**src/rtl/core/med3_pkg.sv**
```systemverilog
// ----------------------------------------------------------------------------
// med3_pkg
// Shared types and constants for the 3x3 median filter: channel payloads,
// configuration register indexes, command codes and frame limits.
// ----------------------------------------------------------------------------
package med3_pkg;

  // Command codes carried on the input channel
  typedef enum logic [0:0] {
    CMD_PIXEL = 1'b0,
    CMD_FLUSH = 1'b1
  } cmd_t;

  // Field widths fixed by the channel definitions
  localparam int OUT_PIX_BITS = 8;
  localparam int IN_PIX_BITS  = 8;

  // Configuration register file
  localparam int CFG_INDEX_BITS  = 1;
  localparam int CFG_DATA_BITS   = 13;
  localparam int CFG_WIDTH_BITS  = 11;
  localparam int HGT_BITS        = 13;
  localparam logic [CFG_INDEX_BITS-1:0] CFG_IMAGE_WIDTH  = 1'd0;
  localparam logic [CFG_INDEX_BITS-1:0] CFG_IMAGE_HEIGHT = 1'd1;

  // Frame geometry limits and reset values
  localparam int MIN_DIM       = 3;
  localparam int HEIGHT_MAX    = 4096;
  localparam int WIDTH_RESET   = 640;
  localparam int HEIGHT_RESET  = 480;
  localparam int ROW_BITS      = 12;
  localparam int POS_BITS      = 22;

  // 3x3 window
  localparam int WIN_TAPS = 9;
  localparam int MED_TAP  = 4;

  typedef struct packed {
    cmd_t                   command;
    logic [IN_PIX_BITS-1:0] pixel_in;
  } in_item_t;

  typedef struct packed {
    logic [OUT_PIX_BITS-1:0] pixel_out;
    logic                    frame_last;
  } out_item_t;

  // Per-job control handed from the front end to the median pipeline
  typedef struct packed {
    logic zero;   // border or flush output, value forced to 0
    logic last;   // final output of the frame
  } job_flags_t;

endpackage

```
**src/rtl/core/med3_back.sv**
```systemverilog
// ----------------------------------------------------------------------------
// med3_back
// Back end: three-stage compare-exchange network that picks the median of
// the nine window taps, with the output register.
// ----------------------------------------------------------------------------
module med3_back #(
  parameter int PIXEL_BITS = 8
) (
  input  logic                                     clk,
  input  logic                                     rst,
  input  logic                                     pop_valid,
  output logic                                     pop_ready,
  input  med3_pkg::job_flags_t                     pop_flags,
  input  logic [med3_pkg::WIN_TAPS*PIXEL_BITS-1:0] pop_window,
  output logic                                     out_valid,
  input  logic                                     out_ready,
  output med3_pkg::out_item_t                      out_data
);
  import med3_pkg::*;

  typedef logic [WIN_TAPS-1:0][PIXEL_BITS-1:0] win_t;

  // Compare-exchange: smaller value ends up at position a
  function automatic win_t cx(input win_t v, input logic [3:0] a, input logic [3:0] b);
    win_t r;
    r = v;
    if (v[a] > v[b]) begin
      r[a] = v[b];
      r[b] = v[a];
    end
    return r;
  endfunction

  logic       adv;
  logic       v1;
  logic       v2;
  job_flags_t f1;
  job_flags_t f2;
  win_t       st1;
  win_t       st2;
  win_t       a0, a1, a2, a3;
  win_t       b1, b2, b3;
  win_t       c1, c2, c3;

  assign adv       = !out_valid || out_ready;
  assign pop_ready = adv;

  // Network, first third: sort each row triple
  always_comb begin
    a0 = pop_window;
    a1 = cx(cx(cx(a0, 4'd1, 4'd2), 4'd4, 4'd5), 4'd7, 4'd8);
    a2 = cx(cx(cx(a1, 4'd0, 4'd1), 4'd3, 4'd4), 4'd6, 4'd7);
    a3 = cx(cx(cx(a2, 4'd1, 4'd2), 4'd4, 4'd5), 4'd7, 4'd8);
  end

  // Second third: cross-row max of mins, median of middles, min of maxes
  always_comb begin
    b1 = cx(cx(cx(st1, 4'd0, 4'd3), 4'd5, 4'd8), 4'd4, 4'd7);
    b2 = cx(cx(cx(b1, 4'd3, 4'd6), 4'd1, 4'd4), 4'd2, 4'd5);
    b3 = cx(b2, 4'd4, 4'd7);
  end

  // Last third: median settles in the center tap
  always_comb begin
    c1 = cx(st2, 4'd4, 4'd2);
    c2 = cx(c1, 4'd6, 4'd4);
    c3 = cx(c2, 4'd4, 4'd2);
  end

  // Stage valids
  always_ff @(posedge clk) begin
    if (rst) begin
      v1        <= 1'b0;
      v2        <= 1'b0;
      out_valid <= 1'b0;
    end else if (adv) begin
      v1        <= pop_valid;
      v2        <= v1;
      out_valid <= v2;
    end
  end

  // Stage payload
  always_ff @(posedge clk) begin
    if (adv) begin
      st1 <= a3;
      f1  <= pop_flags;
      st2 <= b3;
      f2  <= f1;
      out_data.pixel_out  <= f2.zero ? '0 : OUT_PIX_BITS'(c3[MED_TAP]);
      out_data.frame_last <= f2.last;
    end
  end

endmodule

```
**config.mk**
```make
export PLATFORM = sky130hd
export DESIGN_NAME = med3_back
export DESIGN_NICKNAME = d
export VERILOG_FILES = /design/src/rtl/core/med3_pkg.sv /design/src/rtl/core/med3_back.sv
export SDC_FILE = /design/constraint.sdc
export NUM_CORES = 1
export LEC_CHECK = 0
export BUFFER_PORTS_ARGS = -buffer_cell sky130_fd_sc_hd__buf_2
export CAP_MARGIN = 10
export CORE_ASPECT_RATIO = 1.75
export CORE_UTILIZATION = 55
export DETAILED_ROUTE_END_ITERATION = 8
export HOLD_SLACK_MARGIN = 0.05
export PLACE_DENSITY = 0.74
export SYNTH_ARGS = -nofsm -noshare
export SYNTH_HDL_FRONTEND = slang
export SYNTH_SLANG_ARGS = --single-unit
```
**constraint.sdc**
```tcl
create_clock -name clk -period 7.7 [get_ports clk]
set_input_delay 1.155 -clock clk [delete_from_list [all_inputs] [get_ports clk]]
set_output_delay 1.155 -clock clk [all_outputs]
set_load 0.03 [all_outputs]
```
### Word-level counts from Yosys, hierarchy flattened

Index checks and enable logic that the tools add are counted.

| operators by class | value |
|---|---|
| add/sub/neg operators | 0 |
| $mul | 0 |
| div/mod/pow operators | 0 |
| order comparisons | 19 |
| equality and inequality tests | 0 |
| shift-type cells | 0 |
| multiplexer cells | 21 |
| bitwise operators | 0 |
| reductions and logical operators | 2 |

Operators by type and width:

| operator | number |
|---|---|
| > comparator 8 bit | 19 |
| 2-to-1 mux 16 bit | 9 |
| 2-to-1 mux 8 bit | 12 |
| logical NOT 1 bit | 1 |
| logical OR 1 bit | 1 |

| storage, ports and cells | value |
|---|---|
| bits in registers | 112 |
| bits in latches | 0 |
| bits in writable memories | 0 |
| memory bits (read-only) | 0 |
| word-level logic and storage cells | 63 |
| memories kept | 0 |

### Longest topological paths before layout

| logic depth | value |
|---|---|
| depth in word-level cells | 6 |
| depth in mapped cells | 33 |
| gate-level depth less buffers | 29 |

### Worst setup path after synthesis

OpenSTA, ideal clock, no wires.

| timing path | value |
|---|---|
| path kind | input to register |
| start | input pop_window[65] in the netlist's numbering |
| end | register st1[68] in the netlist's numbering (data pin) |
| setup time | 0.258 ns |
| arrival time | 6.365 ns |
| data required time | 7.442 ns |
| slack | 1.077 ns |
| cell stages on the path | 28 |
| buffers on the path | 3 |
| path through | inv_1 ha_1 nor2b_1 o211ai_2 a21oi_2 o31ai_1 clkbuf_1 nand2_1 o21ai_0 inv_1 ha_1 a21o_1 a21o_1 a21oi_1 inv_1 a311oi_1 o31ai_2 nand3_1 buf_2 clkbuf_1 a21oi_1 ha_1 and4_1 o21ai_0 a32oi_1 and2_1 a21oi_1 o221a_2 |

RTL lines:

| what | RTL line | RTL |
|---|---|---|
| start, declared | med3_back.sv:14 | `input logic [med3_pkg::WIN_TAPS*PIXEL_BITS-1:0] pop_window,` |
| end signal, assigned | med3_back.sv:86 | `st1 <= a3;` |
| end, declared | med3_back.sv:39 | `win_t st1;` |

==> flow_summary.yaml <==
placement:
  dp_hpwl_mm: 23.0
  gp_congestion: 0.959
  portBuffers: 88
sta:
  finalSetupTns_ps: 0
  skew_ps: 7.75
  finalCritPeriodShare_pct: 91.0
  layout_min_cycle_time_ps: 7010
  worstMarginPinSlew_ps: 959
  setup_viol: 0
  slew_violations: 0
  slew_headroom_pct: 36.0
  rsz0062_at_grt: "false"
  final_hold_viol_count: 0
  timing.fmax_mhz: 143
floorplanning:
  initial_core_util_pct: 55.9
  core_sq_um: 19100
  die_w_um: 107
  die-area_sq_um: 20000
  rows: 67
  die_h_um: 186
  num_io_pins: 89
setup_path:
  critPathMaxFanout: 39
  cp_data_required_time_ps: 7930
  arrival_ps: 7240
  slowest_stage: "o31ai_2"
  worstSetupPathType: "input pin to register"
  cpMostUsedCell: "a21oi_1"
  critPathLaunchType: "input pin"
  critPathCaptureType: "register"
  max_stage_delay_ps: 680
status:
  status: "completed"
yosys:
  postSynthCellCount: 1162
  ys_top_cells_by_area: "edfxtp_1, ha_1, mux2i_1"
  yosysWarnings: 0
  yosys.area.top_type_share_pct: 30.7
  yosysSeqAreaShare_pct: 31.2
  synthDistinctLibCells: 67
  async_reset_ff_share_pct: 0
  synth-main-ff-cell: "edfxtp_1"
  synth_seq_cells: 112
  netlist_area_sq_um: 10700
  avgSynthCellArea_sq_um: 9.19
  synth-edff-count: 109
  synth_top_area_cell: "edfxtp_1"
  syn_nets: 1384
clock_network:
  cts_tree: "done"
  cts_buffers: 9
  clkLatencyLatePin_ps: 360
  clockBufferDepth: 2
  clkSlewWorstSetupHoldPaths_ps: 80
  cts_hold_buf: 0
  cts_max_level: 3
  cts.sinks: 112
  cts_resized: 0
  postCtsSetupBuffers: 0
  cts_root_buffer: "clkbuf_16"
cells_and_area:
  multi_input_area_sq_um: 6820
  layout_commonest_cell: "ha_1"
  area_delta_synth_final_pct: 9.55
  drive_above_1_share_pct: 16.9
  fin_nets: 1462
  antenna_cells: 0
  layout_common_cells: "ha_1, edfxtp_1, inv_1"
  regArea_sq_um: 3330
  fill_cells: 1654
detailed_routing:
  vias: 9176
  viasPerCell: 6.17
  ant_nets: 0
  drt_iter0_markers: 461
  drt_first_pass_iters: 5
  drc: 0
  routedWlPerCell_um: 18.9
  routed_wirelength_mm: 28.0
global_route:
  grt_max_degree: 66
  antenna_found_initial: 0
  grt_pass1_vias: 8876
  track_usage_pct: 29.0
  grt_pass1_wl_mm: 44.7
  overflow: 0
run:
  cap_violations: 0
min_path:
  hp-class: "register to register"
## through the flow
step	instances	instance area [sq um]	setup WS, ps	utilization, %	hold WS [ps]
floorplan	1162	10700	1080	-	400
global placement	1470	11400	528	59.7	401
detailed placement	1470	11400	379	59.7	405
CTS	1486	11700	727	61.2	423
global route	1486	11700	13.6	61.2	450
finish	1486	11700	693	61.2	423
## cell families (layout without fill, tap and decap cells)
kind of cell | Yosys count | count (layout) | synth area share (%)
adders and majority gates | 144 | 144 | 16.9
muxes | 73 | 73 | 7.08
and+or+nand+nor | 327 | 327 | 15.3
buffers and inverters | 140 | 223 | 5.19
DFF | 112 | 112 | 31.2
AOI/OAI and AO/OA | 361 | 361 | 23.9
xor gates and xnor gates | 5 | 5 | 0.410
## critical path: cells and delay by family
family	cells	cell delay, ps
AND/OR/NAND/NOR	4	580
buffers and inverters	6	980
AO/OA/AOI/OAI	13	3590
adder cells (fa/ha/maj)	3	900
## registers in the layout, indices dropped and copies added (netlist names)
register	count
out_valid	1
v2	1
out_data	9
b1	24
v1	1
st1	48
f2	2
f1	2
c1	8
st2	16
## layout make-up
type / instances / area share [%]
Clock buffer: 10 / 2.04
Multi-Input combinational cell: 910 / 58.3
Inverter: 104 / 3.34
Sequential cell: 112 / 28.5
Clock inverter: 6 / 0.471
Timing Repair Buffer: 103 / 4.73
Tap cell: 241 / 2.58
## per-layer routing
layer | up-vias | track usage, % | wire length [um]
met5 | - | 0 | 0
met4 | 0 | 16.5 | 1590
met3 | 80 | 2.51 | 854
met2 | 243 | 54.5 | 15400
met1 | 4315 | 30.7 | 10200
li1 | 4538 | - | -
## final timing paths
path	start	end	slack (ps)	depth (start not counted)
max reg2reg	st2[37]$_DFFE_PP_	out_data[2]$_SDFFCE_PP0P_	860	29
min	f1[1]$_DFFE_PP_	f2[1]$_DFFE_PP_	420	0
max	pop_window[67]	st1[62]$_DFFE_PP_	690	26
min reg2reg	f1[1]$_DFFE_PP_	f2[1]$_DFFE_PP_	420	0
## Yosys cell counts, drive strengths merged, types with 3 or more instances
library cell and count:
o22ai 9, buf 18, o21ai 91, o221a 43
or3 44, nand2 95, ha 144, mux2 20
nand4 19, a21oi 106, a311oi 7, mux2i 53
nand3 23, nor2b 15, a21o 28, o31ai 6
and2 12, nand2b 17, a22oi 3, and3 16
inv 104, o21a 15, o211a 7, nor2 70
or2 4, a31oi 6, xnor2 5, edfxtp 109
a211o 3, clkbuf 18, o311ai 5, nand3b 3
o211ai 10, dfxtp 3
Power is left out: the tool's default activity adds up to more than one toggle a clock period on the data nets, which glitch-free logic cannot reach.
