**src/rtl/core/med3_fifo.sv**
```systemverilog
// ----------------------------------------------------------------------------
// med3_fifo
// Small job queue between the front end and the median pipeline.
// ----------------------------------------------------------------------------
module med3_fifo #(
  parameter int WIDTH = 8,
  parameter int DEPTH = 2
) (
  input  logic             clk,
  input  logic             rst,
  input  logic             wr_valid,
  output logic             wr_ready,
  input  logic [WIDTH-1:0] wr_data,
  output logic             rd_valid,
  input  logic             rd_ready,
  output logic [WIDTH-1:0] rd_data
);
  localparam int AW   = (DEPTH > 1) ? $clog2(DEPTH) : 1;
  localparam int CNTW = $clog2(DEPTH + 1);

  logic [WIDTH-1:0] entries [DEPTH];
  logic [AW-1:0]    wr_ptr;
  logic [AW-1:0]    rd_ptr;
  logic [CNTW-1:0]  count;
  logic             push;
  logic             pop;

  assign wr_ready = (count != CNTW'(DEPTH));
  assign rd_valid = (count != '0);
  assign rd_data  = entries[rd_ptr];
  assign push     = wr_valid && wr_ready;
  assign pop      = rd_valid && rd_ready;

  // Pointers and fill level
  always_ff @(posedge clk) begin
    if (rst) begin
      wr_ptr <= '0;
      rd_ptr <= '0;
      count  <= '0;
    end else begin
      if (push) begin
        wr_ptr <= (wr_ptr == AW'(DEPTH - 1)) ? '0 : wr_ptr + AW'(1);
      end
      if (pop) begin
        rd_ptr <= (rd_ptr == AW'(DEPTH - 1)) ? '0 : rd_ptr + AW'(1);
      end
      case ({push, pop})
        2'b10:   count <= count + CNTW'(1);
        2'b01:   count <= count - CNTW'(1);
        default: ;
      endcase
    end
  end

  // Storage
  always_ff @(posedge clk) begin
    if (push) begin
      entries[wr_ptr] <= wr_data;
    end
  end

endmodule

```
**config.mk**
```make
export PLATFORM = sky130hd
export DESIGN_NAME = med3_fifo
export DESIGN_NICKNAME = d
export VERILOG_FILES = /design/src/rtl/core/med3_fifo.sv
export SDC_FILE = /design/constraint.sdc
export NUM_CORES = 1
export LEC_CHECK = 0
export ABC_AREA = 1
export BUFFER_PORTS_ARGS = -buffer_cell sky130_fd_sc_hd__buf_2
export CAP_MARGIN = 20
export CORE_MARGIN = 4
export CORE_UTILIZATION = 50
export DETAILED_ROUTE_END_ITERATION = 10
export GPL_TIMING_DRIVEN = 1
export PLACE_DENSITY = 0.76
export SKIP_CTS_REPAIR_TIMING = 1
export SLEW_MARGIN = 20
export SYNTH_ARGS = -nofsm -noshare
export SYNTH_HDL_FRONTEND = slang
export SYNTH_SLANG_ARGS = --single-unit
```
**constraint.sdc**
```tcl
create_clock -name clk -period 1.7 [get_ports clk]
set_input_delay 0.255 -clock clk [delete_from_list [all_inputs] [get_ports clk]]
set_output_delay 0.255 -clock clk [all_outputs]
set_load 0.01 [all_outputs]
```
# Word-level counts from Yosys, hierarchy flattened
# Memory sizes are Yosys's and may differ from the RTL's. A register that Yosys moved wholly into a read port is not among the register bits.
# Index checks and enable logic that the tools add are counted.
# word_totals
reg_bits	4
latchBits	0
ram_bits	16
rom_bits	0
mem_count	1
# mem_list
memory	words	width	rd	rd_ports_with_merged_regs	wr	line	source
entries	2	8	1	1	1	21	logic [WIDTH-1:0] entries [DEPTH];
# classes
n_addsub	4
multipliers	0
div_mod_pow	0
n_lt_le_gt_ge	0
eq_ne	3
shifts	0
muxes	7
n_bitwise	0
n_reduce_logical	4
# op_table
op	n
$mux 1	6
$pmux 2 s2	1
$reduce_bool 2->1	2
$add 1x1->1 const B	2
$add 2x1->2 const B	1
$eq 2x1->1 const B	1
$eq 2x2->1 const B	1
$logic_and 1x1->1	2
$ne 2x2->1 const B	1
$sub 2x1->2 const B	1

# Longest topological paths before layout
# Gate-level depths: netlist of the first run.
# logic_depth
ltp_word	4
ltp_mapped	10
depth_no_buf	10

# Worst setup path after synthesis of the first run
# Ideal clock, no wire load.
# synth_path
path_type	reg-to-reg
from	reg count[0]
to	mem entries[1][0], enable pin
t_arrival_ns	0.968
t_required_ns	1.330
setup_slack_ns	0.362
stages_incl_launch_ff	5
path_buffers	0
synth_period_minus_slack_ns	1.338
cell_sequence	dfxtp_1 -> inv_2 -> nand2_2 -> nand2_4 -> nor2_1
# synth_via
elab_chain_len	4
# synth_rtl
item	line	source
start, declared	24	logic [CNTW-1:0] count;
start signal, assigned	48	2'b10: count <= count + CNTW'(1);
start signal, assigned	49	2'b01: count <= count - CNTW'(1);
$ne 2x2->1	28	assign wr_ready = (count != CNTW'(DEPTH));
net wr_ready	12	output logic wr_ready,
$logic_and 1x1->1	31	assign push = wr_valid && wr_ready;
$mux 1	57	if (push) begin
$mux 1 (not written as such)	58	entries[wr_ptr] <= wr_data;
end, declared	21	
# The timed path passes the listed nets, and every way through them passes these cells.

==> out/metrics.cfg, run 1 <==
[status]
status=finished clean

[floorplan]
pin_count=22
start_util_pct=55.3
die_area_sq_mm=0.00250
core_area_sq_mm=0.00159
fp.dieW_um=50
rows=14
dieHeight_um=50

[timing]
finalHoldViolCount=0
worst_slew_pin_slew_ns=0.253
slew_headroom_pct=83.1
worst_slack_ns=0.156
finalMaxSlewViolations=0
tns_ns=0
rsz0062_at_grt=no
fin_crit_sh_pct=90.8
period_minus_slack_ns=1.54
finClkSkew_ns=0.000423
fmax_mhz=648
setup_viol=0
hold_slack_ns=0.142

[global_routing]
grt.total_usage_pct=13.1
antenna_found_initial=0
grt_max_degree=12
grt_pass1_vias=552
grt_pass1_wl_um=2460
grt-ovfl-total=0

[setup_path]
timing.rr.end=count[1]
cp_data_required_time_ns=1.44
path_max_fanout=8
startpoint_type=flip-flop
crit_type=flip-flop to primary output
reg2reg_slack_ns=0.30
r2r_cells=10
crit_end=rd_data[2]
worst_setup_path_end_kind=primary output
r2r-start=count[0]
arrival_ns=1.29

[cts]
insertion_delay_ns=0.29
clockBufferDepth=2
htree_num_levels=1
root_buffer=clkbuf_4
cts_buffers=3
cts.sinks=21
clk_pin_slew_ns=0.10
cts_tree=done

[routing]
vias=541
viasPerCell=4.79
drc=0
postRouteWirelength_um=1410
post_drt_wl_per_cell_um=12.5
drt-initial-drc-count=12
firstDrtPassIters=4
ant_nets=0

[place]
place_ws_ns=0.305
dp_cells=109
place_area_sq_mm=0.00102
place.detailed.hpwl_um=1140
numPortBuffers=21
routabilityCongestion=0.671

[layout]
drive_above_1_share_pct=50.6
antennaDiodeCount=0
layout.nets=103
num-fill-cells=127
areaGrowthSynthToFinish_pct=18.9
fin_area_sq_mm=0.00105
final_cells=113

[power_and_ir_drop]
ir_worst_vdd_uv=656
power_density_mw_per_mm2=1230
p_leak_nw=0.441

[synthesis]
avgSynthCellArea_sq_um=14.0
synth-seq-cells=21
netlist_area_sq_um=882
syn_nets=76
yosysUniqueCellTypes=18
yosysWarnings=0
syn_inst=63
ys_seq_area_share_pct=65.8

[job]
maxCapViolations=0

[min_path]
min_path_type=input pin to flip-flop

## worst max-delay path: stages (launching register included)
cell and delay (ns):
dfxtp_2 0.49, mux2_2 0.37, buf_2 0.14
## flip-flops by register name (all words and copies together), names as in the netlist, named ones only
name	count
count	2
entries	16
wr_ptr	1
rd_ptr	1
## where the power goes
part           internal, mW  total [mW]  switching [mW]
clock network        0.0913       0.227           0.135
logic                 0.179       0.378           0.199
registers             0.630       0.684          0.0539
total                 0.901        1.29           0.388
## through the flow
| step | util, % | power, mW |
|---|---|---|
| after global placement | 64.1 | 1.06 |
| after global routing | 65.8 | 1.38 |
| after CTS | 65.7 | 1.30 |
| after detailed placement | 64.1 | 1.08 |
| final | 65.8 | 1.29 |
| after floorplan | - | 0.963 |
## worst min-delay path by stage
| stage | startpoint | end | slack (ns) | depth (start not counted) |
|---|---|---|---|---|
| final | wr_data[5] | entries[0][5] | 0.14 | 1 |
| after global routing | wr_data[5] | entries[1][5] | 0.13 | 1 |
| after CTS | wr_data[7] | entries[0][7] | 0.14 | 1 |
| after detailed placement | wr_data[7] | entries[0][7] | 0.45 | 1 |
| after global placement | wr_data[3] | entries[0][3] | 0.44 | 1 |
| after floorplan | wr_data[0] | entries[0][0] | 0.35 | 0 |
## cells by family after synthesis
group,synth area share (%)
AOI/OAI and AO/OA,3.69
muxes,12.3
adders and majority gates,1.42
DFF,65.8
and+or+nand+nor,11.5
buffers and inverters,5.25
## layer usage
layer	GRT usage (%)	share of wire, %	vias to the layer above
li1	-	-	266
met1	15.3	38	250
met2	23.5	55	21
met3	2.71	6.3	4
met4	4.15	1.4	0
met5	0	0	-
## area by class of cell
cell class                      instances  area, sq um  share of cell area (%)
Clock buffer                            4         26.3                    2.51
Inverter                                8         35.0                    3.34
Multi-Input combinational cell         33          255                    24.3
Sequential cell                        21          582                    55.5
Tap cell                               24         30.0                    2.86
Timing Repair Buffer                   23          120                    11.5
## synthesized netlist by cell type
master     n  area [sq um]
mux2_2     3          33.8
nand4_1    1          6.26
nand2_4    3          33.8
mux2_4     5          75.1
nor2_2     1          6.26
dfxtp_1    5           100
edfxtp_1  16           480
a21oi_1    2          10.0
o21ai_2    2          17.5
ha_1       1          12.5
nand2_2    1          6.26
inv_2      2          7.51
nor2_1     9          33.8
o21ai_0    1          5.00
buf_6      1          11.3
nand2_1    4          15.0
clkinv_4   1          8.76
inv_1      5          18.8
## layout by cell type, fill, tap and decap left out, drive strengths merged
master / count
nand4: 1
a21oi: 2
inv: 7
nor2: 10
buf: 23
o21ai: 3
dfxtp: 5
ha: 1
edfxtp: 16
nand2: 8
mux2: 8
clkinv: 1
clkbuf: 4
(Power assumes the default switching activity.)
==> run 2: changes to the inputs <==
BUFFER_PORTS_ARGS = default   (was -buffer_cell sky130_fd_sc_hd__buf_2)
CORE_UTILIZATION = 58   (was 50)
DONT_BUFFER_PORTS = 1   (was default)
PLACE_DENSITY = 0.74   (was 0.76)
==> out/metrics.cfg, run 2 (synthesized netlist as in run 1, its figures left out) <==
[status]
status=finished clean

[routing]
drt-initial-drc-count=10  ; -2
viasPerCell=5.31  ; +11%
post_drt_wl_per_cell_um=15.4  ; +23%
firstDrtPassIters=4  ; unchanged
postRouteWirelength_um=1280  ; -9.4%
vias=441  ; -18%
ant_nets=0  ; unchanged
drc=0  ; unchanged

[layout]
utilization_pct=68.1  ; +2.4 points
antennaDiodeCount=0  ; unchanged
num-fill-cells=99  ; -22%
largest-register=entries
layout.nets=82  ; -20%
drive_above_1_share_pct=33.8  ; -17 points
areaGrowthSynthToFinish_pct=5.53
fin_area_sq_um=931  ; -11%
final_cells=83  ; -27%
reg_top3=entries x16, count x2
layout_commonest_cell=edfxtp_1
final_cell_mix=16 x edfxtp_1, 9 x nor2_1, 5 x mux2_4, 5 x inv_1, 5 x dfxtp_1
largest_register_ffs=16  ; unchanged

[place]
place.detailed.hpwl_um=1010  ; -12%
place_ws_ns=0.325  ; +0.0201 ns
numPortBuffers=0  ; -100%
routabilityCongestion=0.653  ; -2.6%
place_area_sq_um=905  ; -11%
dp_cells=79  ; -28%

[setup_path]
r2r_cells=10  ; unchanged
worst_setup_path_end_kind=primary output
cp_data_required_time_ns=1.44  ; about the same
cpLargestDelayFamily=flip-flops
crit_type=flip-flop to primary output
arrival_ns=1.32  ; +0.03 ns
cp_num_cells=1  ; -1
path_max_fanout=8  ; unchanged
slowest_delay_ns=0.59  ; +0.10 ns
cp_slowest_cell=dfxtp_1
startpoint_type=flip-flop
cp.buffers_inverters=0  ; -1
path_cells=mux2_2

[min_path]
min_path_type=input pin to flip-flop
min_path_cells=0  ; -1

[power_and_ir_drop]
ir_worst_vdd_uv=670  ; +2.2%
power.total_mw=1.22  ; -5.5%
power_density_mw_per_mm2=1310  ; +6.5%
p_leak_nw=0.359  ; -19%

[timing]
fin_crit_sh_pct=92.5  ; +1.6 points
setup_viol=0  ; unchanged
fmax_mhz=636  ; -1.7%
rsz0062_at_grt=no
period_minus_slack_ns=1.57  ; +0.0273 ns
finalHoldViolCount=0  ; unchanged
finClkSkew_ns=0.00365  ; +0.00322 ns
tns_ns=0  ; unchanged
finalMaxSlewViolations=0  ; unchanged
hold_slack_ns=0.0498  ; -0.0926 ns
worst_slew_pin_slew_ns=0.422  ; +0.169 ns
worst_slack_ns=0.128  ; -0.0273 ns
slew_headroom_pct=71.8  ; -11 points

[cts]
cts.sinks=21  ; unchanged
htree_num_levels=1  ; unchanged
clockBufferDepth=2  ; unchanged
cts_tree=done
insertion_delay_ns=0.29  ; about the same
clk_pin_slew_ns=0.11  ; about the same
cts_buffers=3  ; unchanged
root_buffer=clkbuf_4

[floorplan]
die_area_sq_mm=0.00221  ; -12%
dieHeight_um=47  ; -6.0%
rows=13  ; -1
pin_count=22  ; unchanged
start_util_pct=64.6  ; +9.2 points
fp.dieW_um=47  ; -6.0%
core_area_sq_mm=0.00137  ; -14%

[global_routing]
grt_pass1_wl_um=1910  ; -22%
grt_pass1_vias=397  ; -28%
grt.total_usage_pct=13.2  ; +0.078 points
grt_max_degree=12  ; unchanged
grt-ovfl-total=0  ; unchanged
antenna_found_initial=0  ; unchanged

[job]
maxCapViolations=0  ; unchanged

[run 2: changes by cell type in the layout (fill, tap and decap cells not counted)]
| cell | previous run | this run |
|---|---|---|
| buf_2 | 21 | 0 |
| dfxtp_1 | 4 | 5 |
| dfxtp_2 | 1 | 0 |
[run 2: final cells by class]
cell class | count | area (sq um) | area share [%]
Multi-Input combinational cell | 33 | 255 | 27.4
Tap cell | 15 | 18.8 | 2.02
Inverter | 8 | 35.0 | 3.76
Sequential cell | 21 | 581 | 62.4
Timing Repair Buffer | 2 | 15.0 | 1.61
Clock buffer | 4 | 26.3 | 2.82
[run 2: worst paths after layout]
kind,endpoint,from,slack [ns]
max,rd_data[0],flip-flop,0.13
min,entries[0][1],wr_data[1],0.05
max reg2reg,count[1],count[0],0.30
min reg2reg,rd_ptr,rd_ptr,0.52
[run 2: layer usage]
layer  vias to the layer above  global-route usage, %  share of wire (%)
met4                         0                   8.29                  0
li1                        225                      -                  -
met5                         -                      0                  0
met3                         0                   4.21                8.4
met1                       204                   15.7                 40
met2                        12                   20.6                 51
[run 2: power breakdown]
part           internal, mW  leakage, nW  switching [mW]  total, mW
combinational         0.134        0.153           0.180      0.314
clock                0.0912       0.0150           0.134      0.226
sequential            0.629        0.191          0.0497      0.679
